File: config.mk
export PLATFORM = sky130hd
export DESIGN_NAME = amfc_parse
export DESIGN_NICKNAME = d
export VERILOG_FILES = /design/src/amfc_pkg.sv /design/src/amfc_parse.sv
export SDC_FILE = /design/constraint.sdc
export NUM_CORES = 1
export LEC_CHECK = 0
export BUFFER_PORTS_ARGS = -buffer_cell sky130_fd_sc_hd__buf_2
export CORE_MARGIN = 4
export CORE_UTILIZATION = 50
export DETAILED_ROUTE_END_ITERATION = 10
export PLACE_DENSITY = 0.81
export REMOVE_ABC_BUFFERS = 1
export SLEW_MARGIN = 40
export SYNTH_ARGS = -nofsm -noshare
export SYNTH_HDL_FRONTEND = slang
export SYNTH_SLANG_ARGS = --single-unit
File: constraint.sdc
create_clock -name clk -period 9.3 [get_ports clk]
set_input_delay 0.93 -clock clk [delete_from_list [all_inputs] [get_ports clk]]
set_output_delay 0.93 -clock clk [all_outputs]
set_load 0.1 [all_outputs]
File: src/amfc_pkg.sv
// Shared types and constants for the ack/message frame checker.
package amfc_pkg;

  // Width of the per-frame byte position counter (saturates at its max).
  localparam int POS_BITS = 16;
  // Width used for mixed-width compares of positions and lengths.
  localparam int CMP_BITS = 33;

  localparam int BYTE_BITS = 8;
  localparam int LEN_BITS  = 16;
  localparam int ID_BITS   = 64;
  localparam int ID_BYTES  = ID_BITS / BYTE_BITS;

  // Frame layout
  localparam int ID_END        = 8;
  localparam int CHECKSUM_POS  = 9;
  localparam int PAYLOAD_START = 10;

  localparam logic [BYTE_BITS-1:0] KIND_ACK_BYTE = 8'h41;
  localparam logic [BYTE_BITS-1:0] KIND_MSG_BYTE = 8'h4D;

  localparam logic [LEN_BITS-1:0] CHECKED_LENGTH_RESET = 16'd150;
  localparam logic [LEN_BITS-1:0] LEN_MAX = '1;

  typedef logic [POS_BITS-1:0] pos_t;

  typedef enum logic [1:0] {
    KIND_UNKNOWN = 2'd0,
    KIND_ACK     = 2'd1,
    KIND_MSG     = 2'd2,
    KIND_BAD     = 2'd3
  } kind_t;

  typedef enum logic [1:0] {
    VERDICT_ACK       = 2'd0,
    VERDICT_GOOD      = 2'd1,
    VERDICT_MISMATCH  = 2'd2,
    VERDICT_MALFORMED = 2'd3
  } verdict_t;

  // One result beat.
  typedef struct packed {
    logic [BYTE_BITS-1:0] payload_byte;
    logic                 payload_valid;
    logic                 frame_done;
    verdict_t             verdict;
    logic [ID_BITS-1:0]   message_id;
    logic [LEN_BITS-1:0]  payload_length;
  } result_t;

endpackage

File: src/amfc_parse.sv
// Per-byte frame parser: position tracking, id capture, checksum and verdict.
module amfc_parse (
  input  logic                                clk,
  input  logic                                rst_n,
  input  logic                                accept,
  input  logic [amfc_pkg::BYTE_BITS-1:0]      rx_byte,
  input  logic                                frame_end,
  input  logic [amfc_pkg::LEN_BITS-1:0]       checked_length,
  output amfc_pkg::result_t                   result
);

  amfc_pkg::pos_t                       pos_r, pos_nxt;
  amfc_pkg::kind_t                      kind_r, kind_nxt, kind_upd;
  logic [amfc_pkg::ID_BITS-1:0]         id_r, id_nxt, id_upd;
  logic [amfc_pkg::BYTE_BITS-1:0]       sent_r, sent_nxt, sent_upd;
  logic [amfc_pkg::BYTE_BITS-1:0]       xor_r, xor_nxt, xor_upd;
  amfc_pkg::pos_t                       idx;
  logic [amfc_pkg::CMP_BITS-1:0]        idx_w;
  logic [amfc_pkg::CMP_BITS-1:0]        plen_w;
  logic                                 in_payload;

  // Update the frame fields for the byte at the current position
  always_comb begin
    kind_upd   = kind_r;
    id_upd     = id_r;
    sent_upd   = sent_r;
    xor_upd    = xor_r;
    in_payload = 1'b0;
    idx        = pos_r - amfc_pkg::pos_t'(amfc_pkg::PAYLOAD_START);
    idx_w      = amfc_pkg::CMP_BITS'(idx);
    if (pos_r == '0) begin
      id_upd   = '0;
      sent_upd = '0;
      xor_upd  = '0;
      if (rx_byte == amfc_pkg::KIND_ACK_BYTE) begin
        kind_upd = amfc_pkg::KIND_ACK;
      end else if (rx_byte == amfc_pkg::KIND_MSG_BYTE) begin
        kind_upd = amfc_pkg::KIND_MSG;
      end else begin
        kind_upd = amfc_pkg::KIND_BAD;
      end
    end else if (pos_r <= amfc_pkg::pos_t'(amfc_pkg::ID_END)) begin
      // Drop the byte into its little-endian id lane
      for (int i = 0; i < amfc_pkg::ID_BYTES; i++) begin
        if (pos_r == amfc_pkg::pos_t'(i + 1)) begin
          id_upd[i*amfc_pkg::BYTE_BITS +: amfc_pkg::BYTE_BITS] = rx_byte;
        end
      end
    end else if (pos_r == amfc_pkg::pos_t'(amfc_pkg::CHECKSUM_POS)) begin
      sent_upd = rx_byte;
    end else begin
      in_payload = (kind_r == amfc_pkg::KIND_MSG);
      if (idx_w >= amfc_pkg::CMP_BITS'(1) &&
          idx_w < amfc_pkg::CMP_BITS'(checked_length)) begin
        xor_upd = xor_r ^ rx_byte;
      end
    end
  end

  // Advance position, clear everything at the frame end
  always_comb begin
    pos_nxt  = pos_r;
    kind_nxt = kind_r;
    id_nxt   = id_r;
    sent_nxt = sent_r;
    xor_nxt  = xor_r;
    if (accept) begin
      if (frame_end) begin
        pos_nxt  = '0;
        kind_nxt = amfc_pkg::KIND_UNKNOWN;
        id_nxt   = '0;
        sent_nxt = '0;
        xor_nxt  = '0;
      end else begin
        pos_nxt  = (pos_r == '1) ? pos_r : pos_r + 1'b1;
        kind_nxt = kind_upd;
        id_nxt   = id_upd;
        sent_nxt = sent_upd;
        xor_nxt  = xor_upd;
      end
    end
  end

  always_ff @(posedge clk) begin
    if (!rst_n) begin
      pos_r  <= '0;
      kind_r <= amfc_pkg::KIND_UNKNOWN;
      id_r   <= '0;
      sent_r <= '0;
      xor_r  <= '0;
    end else begin
      pos_r  <= pos_nxt;
      kind_r <= kind_nxt;
      id_r   <= id_nxt;
      sent_r <= sent_nxt;
      xor_r  <= xor_nxt;
    end
  end

  // Payload count of a finished message: bytes from position 10 on
  assign plen_w = amfc_pkg::CMP_BITS'(pos_r) - amfc_pkg::CMP_BITS'(amfc_pkg::CHECKSUM_POS);

  // Build the result beat for this byte
  always_comb begin
    result                = '0;
    result.payload_valid  = in_payload;
    result.payload_byte   = in_payload ? rx_byte : '0;
    result.frame_done     = frame_end;
    result.verdict        = amfc_pkg::VERDICT_ACK;
    if (frame_end) begin
      result.message_id = id_upd;
      if (kind_upd == amfc_pkg::KIND_ACK &&
          pos_r >= amfc_pkg::pos_t'(amfc_pkg::ID_END)) begin
        result.verdict = amfc_pkg::VERDICT_ACK;
      end else if (kind_upd == amfc_pkg::KIND_MSG &&
                   pos_r >= amfc_pkg::pos_t'(amfc_pkg::CHECKSUM_POS)) begin
        result.verdict = (xor_upd == sent_upd) ? amfc_pkg::VERDICT_GOOD
                                               : amfc_pkg::VERDICT_MISMATCH;
        result.payload_length =
          (plen_w > amfc_pkg::CMP_BITS'(amfc_pkg::LEN_MAX)) ? amfc_pkg::LEN_MAX
                                                             : plen_w[amfc_pkg::LEN_BITS-1:0];
      end else begin
        result.verdict = amfc_pkg::VERDICT_MALFORMED;
      end
    end
  end

endmodule

==> results of run 1 <==
## cells in the final DEF, fill, tap and decap left out, types with 3 or more instances in the layout
cell type and count:
nand2b_1 7, o22ai_1 4, and3_1 8, and2_1 13, a21boi_0 9, nor4_1 5
o211ai_1 6, nor3_1 22, o21ai_1 12, nand3_1 12, nand2_1 132, a221oi_1 3
dfxtp_1 98, o21a_1 3, nor3b_1 7, a31oi_1 3, a22oi_1 74, buf_4 3
nand3b_1 4, or3_1 8, xor2_1 25, or4_4 3, buf_2 119, nor2_1 92
a21oi_1 83, inv_1 34, clkbuf_16 9, xnor2_1 21, nor2_2 4, nor2b_1 85
nor4b_1 3, o21ai_0 24, nand4_1 12, mux2i_1 17, a211oi_1 6, ha_1 22
## where the power goes
part,switching (mW),leakage [nW],total (mW),internal (mW)
registers,0.00161,0.789,0.422,0.420
logic,0.0704,2.19,0.0956,0.0252
clock network,0.164,0.146,0.388,0.225
total,0.236,3.13,0.906,0.670
## synthesized netlist by cell type (all sizes together) (7+ instances only)
cell	instances
nor3b	8
a211oi	7
nand2	133
nand2b	7
dfxtp	98
clkbuf	54
or3	8
buf	18
xnor2	21
nand4	12
and2	13
xor2	25
ha	22
nand3	12
a22oi	74
a21boi	9
inv	34
mux2i	17
a21oi	83
nor2	96
nor2b	85
nor4	8
o21ai	36
nor3	22
and3	8
## worst max-delay path: stages, from the launching register on
cell and delay, ns:
dfxtp_1 0.47, or4_4 0.64, or3_1 0.40, nor2_1 0.21, nand2_1 0.09, xnor2_1 0.13
ha_1 0.33, nand3_1 0.11, a2111oi_0 0.32, a2bb2oi_1 0.14, o211ai_1 0.50, nor2_1 0.34
mux2i_1 0.20, a311oi_2 0.27, a31o_1 0.18, buf_2 0.42
## final timing paths
kind | end | slack, ns | cells after the start
worst min register to register | xor_r[7]$_SDFFE_PN0P_ | 0.52 | 2
worst max-delay path | result[80] | 3.26 | 15
worst max register to register | xor_r[1]$_SDFFE_PN0P_ | 5.05 | 14
worst min-delay path | xor_r[7]$_SDFFE_PN0P_ | 0.52 | 2
## through the flow
step                setup slack, ns  instances  power (mW)
floorplan                      3.24        895       0.481
global route                   2.91       1209       0.932
global placement               3.79       1193       0.524
finish                         3.26       1209       0.906
detailed placement             3.64       1193       0.524
CTS                            3.28       1209       0.905
## final cells by class
type | instances | area share, %
clock buffers | 13 | 3.31
clock inverters | 3 | 0.588
inverters | 36 | 1.72
multi-input cells | 761 | 58.8
flip-flops and latches | 98 | 24.9
well taps | 176 | 2.80
repair buffers | 122 | 7.85
## state kept, by name, indices dropped and copies added (netlist names)
| signal | flops |
|---|---|
| id_r | 64 |
| pos_r | 16 |
| sent_r | 8 |
| xor_r | 8 |
| kind_r | 2 |
## kinds of logic after synthesis
family	after synthesis
multiplexers	18
XOR/XNOR	46
AND/OR/NAND/NOR	427
AO/OA/AOI/OAI	248
adder cells (fa/ha/maj)	22
flip-flops	98
buffers and inverters	108
## per-layer routing
layer | share of wire, % | global-route usage, % | vias up
met5 | 0 | 0 | -
met4 | 2.3 | 9.40 | 0
met3 | 10 | 3.01 | 41
met2 | 44 | 39.7 | 425
met1 | 44 | 37.3 | 3376
li1 | - | - | 3487
==> metrics.cfg, run 1 <==
[sta]
fmax_ghz=0.166
grt_setup_unrepaired=no
setup_viol=0
period_share_pct=65.0
finalSetupTns_ns=0
worstMarginPinSlew_ns=0.821
hold_slack_ns=0.523
slew_violations=0
hold_viol_final=0
period_needed_ns=6.04
slew_headroom_pct=45.0
finalClockSkew_ns=0.00871

[synthesis]
synth_compound_area_share_pct=23.1
synth_top_cells_by_area=dfxtp_1 28%, a22oi_1 8.0%, nor2b_1 7.6%, nand2_1 7.1%, a21oi_1 5.9%
synth_seq_cells=98
syn_area_um2=6980
yosysWarnings=0
synth.top_cell.area_share_pct=28.1
synthDistinctLibCells=59
yosysSeqAreaShare_pct=28.1
synth-edff-count=0
yosys.area_share.simple_pct=30.2
syn_area_per_cell_um2=7.22
postSynthCellCount=967
muxShareOfSynthArea_pct=2.60
synthXorXnorAreaFrac_pct=5.77
synthAdderAreaFrac_pct=3.94
synth_top_family_by_area=simple AND/OR/NAND/NOR gates
synthFlopType=dfxtp_1
yosysTopAreaCell=dfxtp_1
synth_async_sr_flop_share_pct=0

[worst_setup_path]
arrival_ns=5.11
worstPathMaxFanout=16
reg2reg_from=pos_r[4]$_SDFFE_PN0P_
cp-end-kind=output port
start_kind=flop
cp-startpoint=pos_r[4]$_SDFFE_PN0P_
required_ns=8.37
worstSetupPathType=flop to output port

[global_route]
antenna_found_initial=0
grt_max_degree=86
overflow=0
track_usage_pct=25.8
grt_pass1_wl_um=34100
grt_pass1_vias=6544

[cells_and_area]
seqCellArea_um2=1960
insertedDiodeCount=0
syn2layout_area_growth_pct=12.7
num-nets-final=1078
multi_input_area_um2=4630
nFillCells=1274
drive_above_1_share_pct=14.7
final_util_pct=58.5
fin_area_um2=7870

[placed_design]
gp_congestion=0.968
place_area_um2=7530
port_buffers=119
dp_hpwl_um=14500

[die]
die-area_um2=15900
die_w_um=126
core_region_area_um2=13500
die_y_um=126
pin_count=120
start_util_pct=51.9
placementRows=42

[routing]
ant_nets=0
first_pass_iters=5
wl_um=21400
drc=0
drt_iter0_drc=955
via_per_inst=6.06
routedWlPerCell_um=17.7
vias=7329

[clock_tree]
cts_tree=built
hold_buffers=0
post_cts_buffers=0
cts_root_buf=clkbuf_16
insertion_delay_ns=0.35
cts_buffers=9
clkTransAtPathRegs_ns=0.07
ctsResizeCount=0
cts_buffer_depth=2
ctsHtreeMaxLevel=3
cts_sinks=98

[power]
leakage_nw=3.13
powerDensity_nw_per_um2=115
peakVddDrop_mv=0.0730

[flow_run]
cap_violations=0

[status]
status=complete, no violations

[worst_hold_path]
hold_path.class=flop to flop
worstHoldStart=xor_r[7]$_SDFFE_PN0P_

No activity file was read; power rests on OpenSTA's default activity.
==> run 2, diff against run 1 <==
--- a/config.mk
+++ b/config.mk
@@ -9,7 +9,7 @@
 export CORE_MARGIN = 4
 export CORE_UTILIZATION = 50
 export DETAILED_ROUTE_END_ITERATION = 10
-export PLACE_DENSITY = 0.81
+export PLACE_DENSITY = 0.84
 export REMOVE_ABC_BUFFERS = 1
 export SLEW_MARGIN = 40
 export SYNTH_ARGS = -nofsm -noshare
==> constraint.sdc (replaced) <==
create_clock -name clk -period 5.05 [get_ports clk]
set_input_delay 0.505 -clock clk [delete_from_list [all_inputs] [get_ports clk]]
set_output_delay 0.505 -clock clk [all_outputs]
set_load 0.1 [all_outputs]
==> run 2 against run 1 <==
  * Global-route usage grew 0.48 points
  * Total power grew 90%
  * Clock power increased by 96%
  * Count of clock-buffer cells in the layout fell by 2
  * Critical path depth rose by 1
  * Worst setup slack got worse by 3.0 ns
  * Sequential cell count is the same
  * Utilization is 1.3 points higher
  * Sequential power rose by 84%
  * First-iteration DRC count is 27% lower
  * Non-clock buffer count is 16 higher
  * Wire length grew 2.9%
  * Highest routed layer unchanged
==> metrics.cfg, run 2 (synthesis gave the netlist of run 1 again) <==
[worst_setup_path]
cp-end-kind=output port
critical-path-top-delay-family=simple AND/OR/NAND/NOR gates
worstSetupPathType=flop to output port
reg2reg_from=pos_r[4]$_SDFFE_PN0P_
arrival_ns=4.25
start_kind=flop
cp_cell_sequence=or4_4, or3_4, nor3_1, xor2_1, ha_1, nand2_1, nor2_1, a211oi_1, a2bb2oi_1, o211ai_1, buf_4, nor2_2, mux2i_1, a311oi_2, a41oi_1, buf_12
critPathSlowestCell=or4_4
required_ns=4.55
cp-startpoint=pos_r[4]$_SDFFE_PN0P_
slowest_delay_ns=0.56
worstPathMaxFanout=5
crit_buf_inv=2

[sta]
slew_headroom_pct=45.4
fmax_ghz=0.210
slew_violations=0
setup_viol=0
period_share_pct=94.2
finalClockSkew_ns=0.00986
period_needed_ns=4.76
grt_setup_unrepaired=no
worstMarginPinSlew_ns=0.816
hold_viol_final=0

[routing]
first_pass_iters=5
ant_nets=0
wl_um=22000
routedWlPerCell_um=18.0
vias=7423
drc=0
drt_iter0_drc=700
via_per_inst=6.06

[power]
leakage_nw=3.22
power_switching_uw=443
powerDensity_nw_per_um2=214
power_frac_seq_pct=45.2
comb_power_share_pct=10.6
peakVddDrop_mv=0.122
swShare_pct=25.8
power_frac_clock_pct=44.2
p_int_mw=1.28

[die]
core_region_area_um2=13500
start_util_pct=51.9
placementRows=42
die-area_um2=15900
pin_count=120
die_w_um=126
die_y_um=126

[worst_hold_path]
worstHoldStart=xor_r[7]$_SDFFE_PN0P_
hold_path.class=flop to flop

[clock_tree]
cts_buffer_depth=2
cts_root_buf=clkbuf_16
clkTransAtPathRegs_ns=0.07
cts_sinks=98
cts_tree=built
insertion_delay_ns=0.35
ctsHtreeMaxLevel=3
hold_buffers=0
cts_buffers=9

[global_route]
overflow=0
grt_pass1_vias=6783
grt_max_degree=86
antenna_found_initial=0
track_usage_pct=26.3
grt_pass1_wl_um=34900

[cells_and_area]
num-nets-final=1094
insertedDiodeCount=0
reg.largest.list=id_r x64, pos_r x16
fin_area_um2=8040
drive_above_1_share_pct=16.6
final_common_cell=nand2_1
largest-register=id_r
syn2layout_area_growth_pct=15.2
layout_common_cells=132 x nand2_1, 117 x buf_2, 98 x dfxtp_1, 92 x nor2_1, 85 x nor2b_1
largest_reg_flops=64
instances_no_fill=1225

[placed_design]
place_area_um2=7670
gp_congestion=0.999
dp_hpwl_um=15100
port_buffers=119
placed_cells=1208

[status]
status=complete, no violations

[flow_run]
cap_violations=0

run 2: metal layers:
metal | GRT usage, % | wire, um
met1 | 36.7 | 9530
met2 | 42.0 | 9930
met4 | 9.34 | 619
met3 | 3.30 | 1910
met5 | 0 | 0
run 2: worst paths after layout:
check | to | slack (ns) | depth (start not counted)
worst min register to register | xor_r[7]$_SDFFE_PN0P_ | 0.54 | 2
worst max register to register | xor_r[6]$_SDFFE_PN0P_ | 1.36 | 16
worst min-delay path | xor_r[7]$_SDFFE_PN0P_ | 0.54 | 2
worst max-delay path | result[81] | 0.29 | 16
run 2: layout make-up:
type	count	area, um^2
inverters	36	135
repair buffers	138	768
well taps	176	220
flip-flops and latches	98	1960
fillers	1254	5410
multi-input cells	761	4630
clock inverters	5	82.6
clock buffers	11	243
run 2: power by group through the flow:
stage	sequential, mW	combinational (mW)	clock, mW
floorplan	0.794	0.0924	0
global placement	0.795	0.174	0
detailed placement	0.795	0.174	0
CTS	0.777	0.175	0.754
global route	0.777	0.193	0.784
finish	0.777	0.181	0.760
run 2: timing repair:
item / CTS / global route
setup endpoints to repair: 2 / 2
setup buffers: 1 / 0
resized for setup: 0 / 9
pin swaps: 1 / 0
cloned: 0 / 0
run 2: per-stage QoR:
stage	hold slack [ns]	power, mW	worst slack (ns)	utilization, %	TNS (ns)
final	0.535	1.72	0.294	59.8	0
after global routing	0.564	1.75	0.00393	59.8	0
after CTS	0.535	1.71	0.0148	59.5	0
after detailed placement	0.518	0.969	0.344	57.0	0
after global placement	0.503	0.968	0.543	57.0	0
after floorplan	0.488	0.886	-0.581	-	-0.827
run 2: worst register-to-register path, delay by kind of cell, from the launching register on:
family / cells / cell delay [ns]
buffers and inverters: 3 / 0.54
DFF: 1 / 0.31
AOI/OAI and AO/OA: 4 / 0.75
xor gates and xnor gates: 1 / 0.17
and+or+nand+nor: 7 / 1.59
adders and majority gates: 1 / 0.27
==> run 3, diff against run 2 <==
--- a/config.mk
+++ b/config.mk
@@ -9,8 +9,9 @@
 export CORE_MARGIN = 4
 export CORE_UTILIZATION = 50
 export DETAILED_ROUTE_END_ITERATION = 10
-export PLACE_DENSITY = 0.84
+export PLACE_DENSITY = 0.75
 export REMOVE_ABC_BUFFERS = 1
+export SETUP_SLACK_MARGIN = 0.1
 export SLEW_MARGIN = 40
 export SYNTH_ARGS = -nofsm -noshare
 export SYNTH_HDL_FRONTEND = slang
==> run 3 against run 2 <==
  * Global-route usage increased by 0.093 points
  * Worst hold slack improved by 0.0031 ns
  * Critical path depth fell by 1
  * Count of clock-buffer cells in the layout down 2
  * Total power up 2.8%
  * Combinational power about the same
  * Utilization up 0.30 points
  * First-iteration DRC count increased by 9.7%
  * Sequential share of layout area decreased by 0.12 points
  * Critical endpoint is now result[80]
  * Largest power group is now clock
==> metrics.cfg, run 3 (synthesis gave the netlist of run 1 again) <==
[status]
status=complete, no violations

[routing]
first_pass_iters=5
wl_um=22200
ant_nets=0
drc=0
routedWlPerCell_um=18.1
vias=7346
via_per_inst=5.99
drt_iter0_drc=768

[global_route]
grt_pass1_vias=6650
overflow=0
track_usage_pct=26.4
grt_pass1_wl_um=34700
grt_max_degree=86
antenna_found_initial=0

[clock_tree]
cts_root_buf=clkbuf_16
cts_sinks=98
insertion_delay_ns=0.36
clkTransAtPathRegs_ns=0.08
ctsHtreeMaxLevel=3
cts_buffer_depth=2
cts_tree=built
cts_buffers=9
hold_buffers=0

[worst_setup_path]
critPathSlowestCell=or4_4
critical-path-top-delay-family=compound AO/OA/AOI/OAI gates
cp_cell_sequence=or4_4, or3_4, xnor2_1, ha_1, a21oi_1, nor2_1, a211oi_1, a2bb2oi_1, o211ai_1, buf_4, nor2_1, mux2i_1, a311oi_2, a31o_1, buf_12
worstPathMaxFanout=5
cp-end-kind=output port
start_kind=flop
critPathMostFrequentCell=nor2_1
arrival_ns=4.26
worstSetupPathType=flop to output port
slowest_delay_ns=0.56
required_ns=4.55
crit_buf_inv=2

[die]
die_w_um=126
die-area_um2=15900
core_region_area_um2=13500
placementRows=42
start_util_pct=51.9
pin_count=120
die_y_um=126

[cells_and_area]
largest_reg_flops=64
largest-register=id_r
reg.largest.list=id_r x64, pos_r x16
insertedDiodeCount=0
num-nets-final=1096
syn2layout_area_growth_pct=15.7
drive_above_1_share_pct=16.7
layout_common_cells=132 x nand2_1, 117 x buf_2, 98 x dfxtp_1, 93 x nor2_1, 85 x nor2b_1
final_common_cell=nand2_1
instances_no_fill=1227
final_util_pct=60.1

[power]
power_frac_clock_pct=45.7
swShare_pct=25.6
power_switching_uw=453
leakage_nw=3.24
peakVddDrop_mv=0.226
p_int_mw=1.31
power_frac_seq_pct=43.9
powerDensity_nw_per_um2=218
comb_power_share_pct=10.4

[sta]
fmax_ghz=0.210
hold_slack_ns=0.538
grt_setup_unrepaired=no
setup_viol=0
worstMarginPinSlew_ns=0.840
period_share_pct=94.3
hold_viol_final=0
period_needed_ns=4.76
slew_headroom_pct=43.8
slew_violations=0
finalClockSkew_ns=0.0103

[placed_design]
gp_congestion=0.956
dp_hpwl_um=15300
port_buffers=119
placed_cells=1209

[flow_run]
cap_violations=0

[worst_hold_path]
hold_path.class=flop to flop

[run 3: layout make-up]
| type | count | area, um^2 |
|---|---|---|
| Sequential cell | 98 | 1960 |
| Clock inverter | 7 | 123 |
| Timing Repair Buffer | 140 | 783 |
| Multi-Input combinational cell | 761 | 4630 |
| Tap cell | 176 | 220 |
| Inverter | 36 | 135 |
| Clock buffer | 9 | 225 |
| Fill cell | 1278 | 5370 |
[run 3: power groups by stage]
stage               Sequential (mW)  Combinational [mW]  Clock (mW)
floorplan                     0.794              0.0924           0
global placement              0.793               0.177           0
detailed placement            0.793               0.178           0
CTS                           0.775               0.179       0.809
global route                  0.775               0.195       0.836
finish                        0.775               0.183       0.807
[run 3: what timing repair did]
action / in CTS / in global routing
setup buffers: 2 / 0
endpoints found under the setup margin: 2 / 2
resized for setup: 0 / 9
pin swaps: 1 / 2
[run 3: metal layers]
| layer | part of all wire [%] | routed length (um) | track usage [%] | vias to the layer above |
|---|---|---|---|---|
| li1 | - | - | - | 3526 |
| met1 | 46 | 10200 | 37.9 | 3447 |
| met2 | 44 | 9830 | 41.5 | 333 |
| met3 | 7.6 | 1690 | 2.96 | 40 |
| met4 | 2.0 | 433 | 8.58 | 0 |
| met5 | 0 | 0 | 0 | - |
[run 3: worst min-delay path, delay by kind of cell, from the launching register on]
| kind | cells | cell delay (ns) |
|---|---|---|
| flip-flops | 1 | 0.33 |
| AND/OR/NAND/NOR | 1 | 0.10 |
| AO/OA/AOI/OAI | 1 | 0.08 |
[run 3: metrics by stage]
step	TNS, ns	instance area (um^2)	setup WS [ns]	power [mW]
after floorplan	-0.827	6680	-0.581	0.886
after global placement	0	7670	0.418	0.970
after detailed placement	0	7680	0.240	0.971
after CTS	0	8040	0.101	1.76
after global routing	0	8080	0.0660	1.81
final	0	8080	0.289	1.77
[run 3: worst paths after layout]
check | cells after the start | to | slack (ns) | start
max reg2reg | 15 | xor_r[7]$_SDFFE_PN0P_ | 1.36 | pos_r[4]$_SDFFE_PN0P_
min reg2reg | 2 | id_r[0]$_SDFFE_PN0P_ | 0.54 | id_r[0]$_SDFFE_PN0P_
min | 2 | id_r[0]$_SDFFE_PN0P_ | 0.54 | id_r[0]$_SDFFE_PN0P_
max | 15 | result[80] | 0.29 | pos_r[4]$_SDFFE_PN0P_
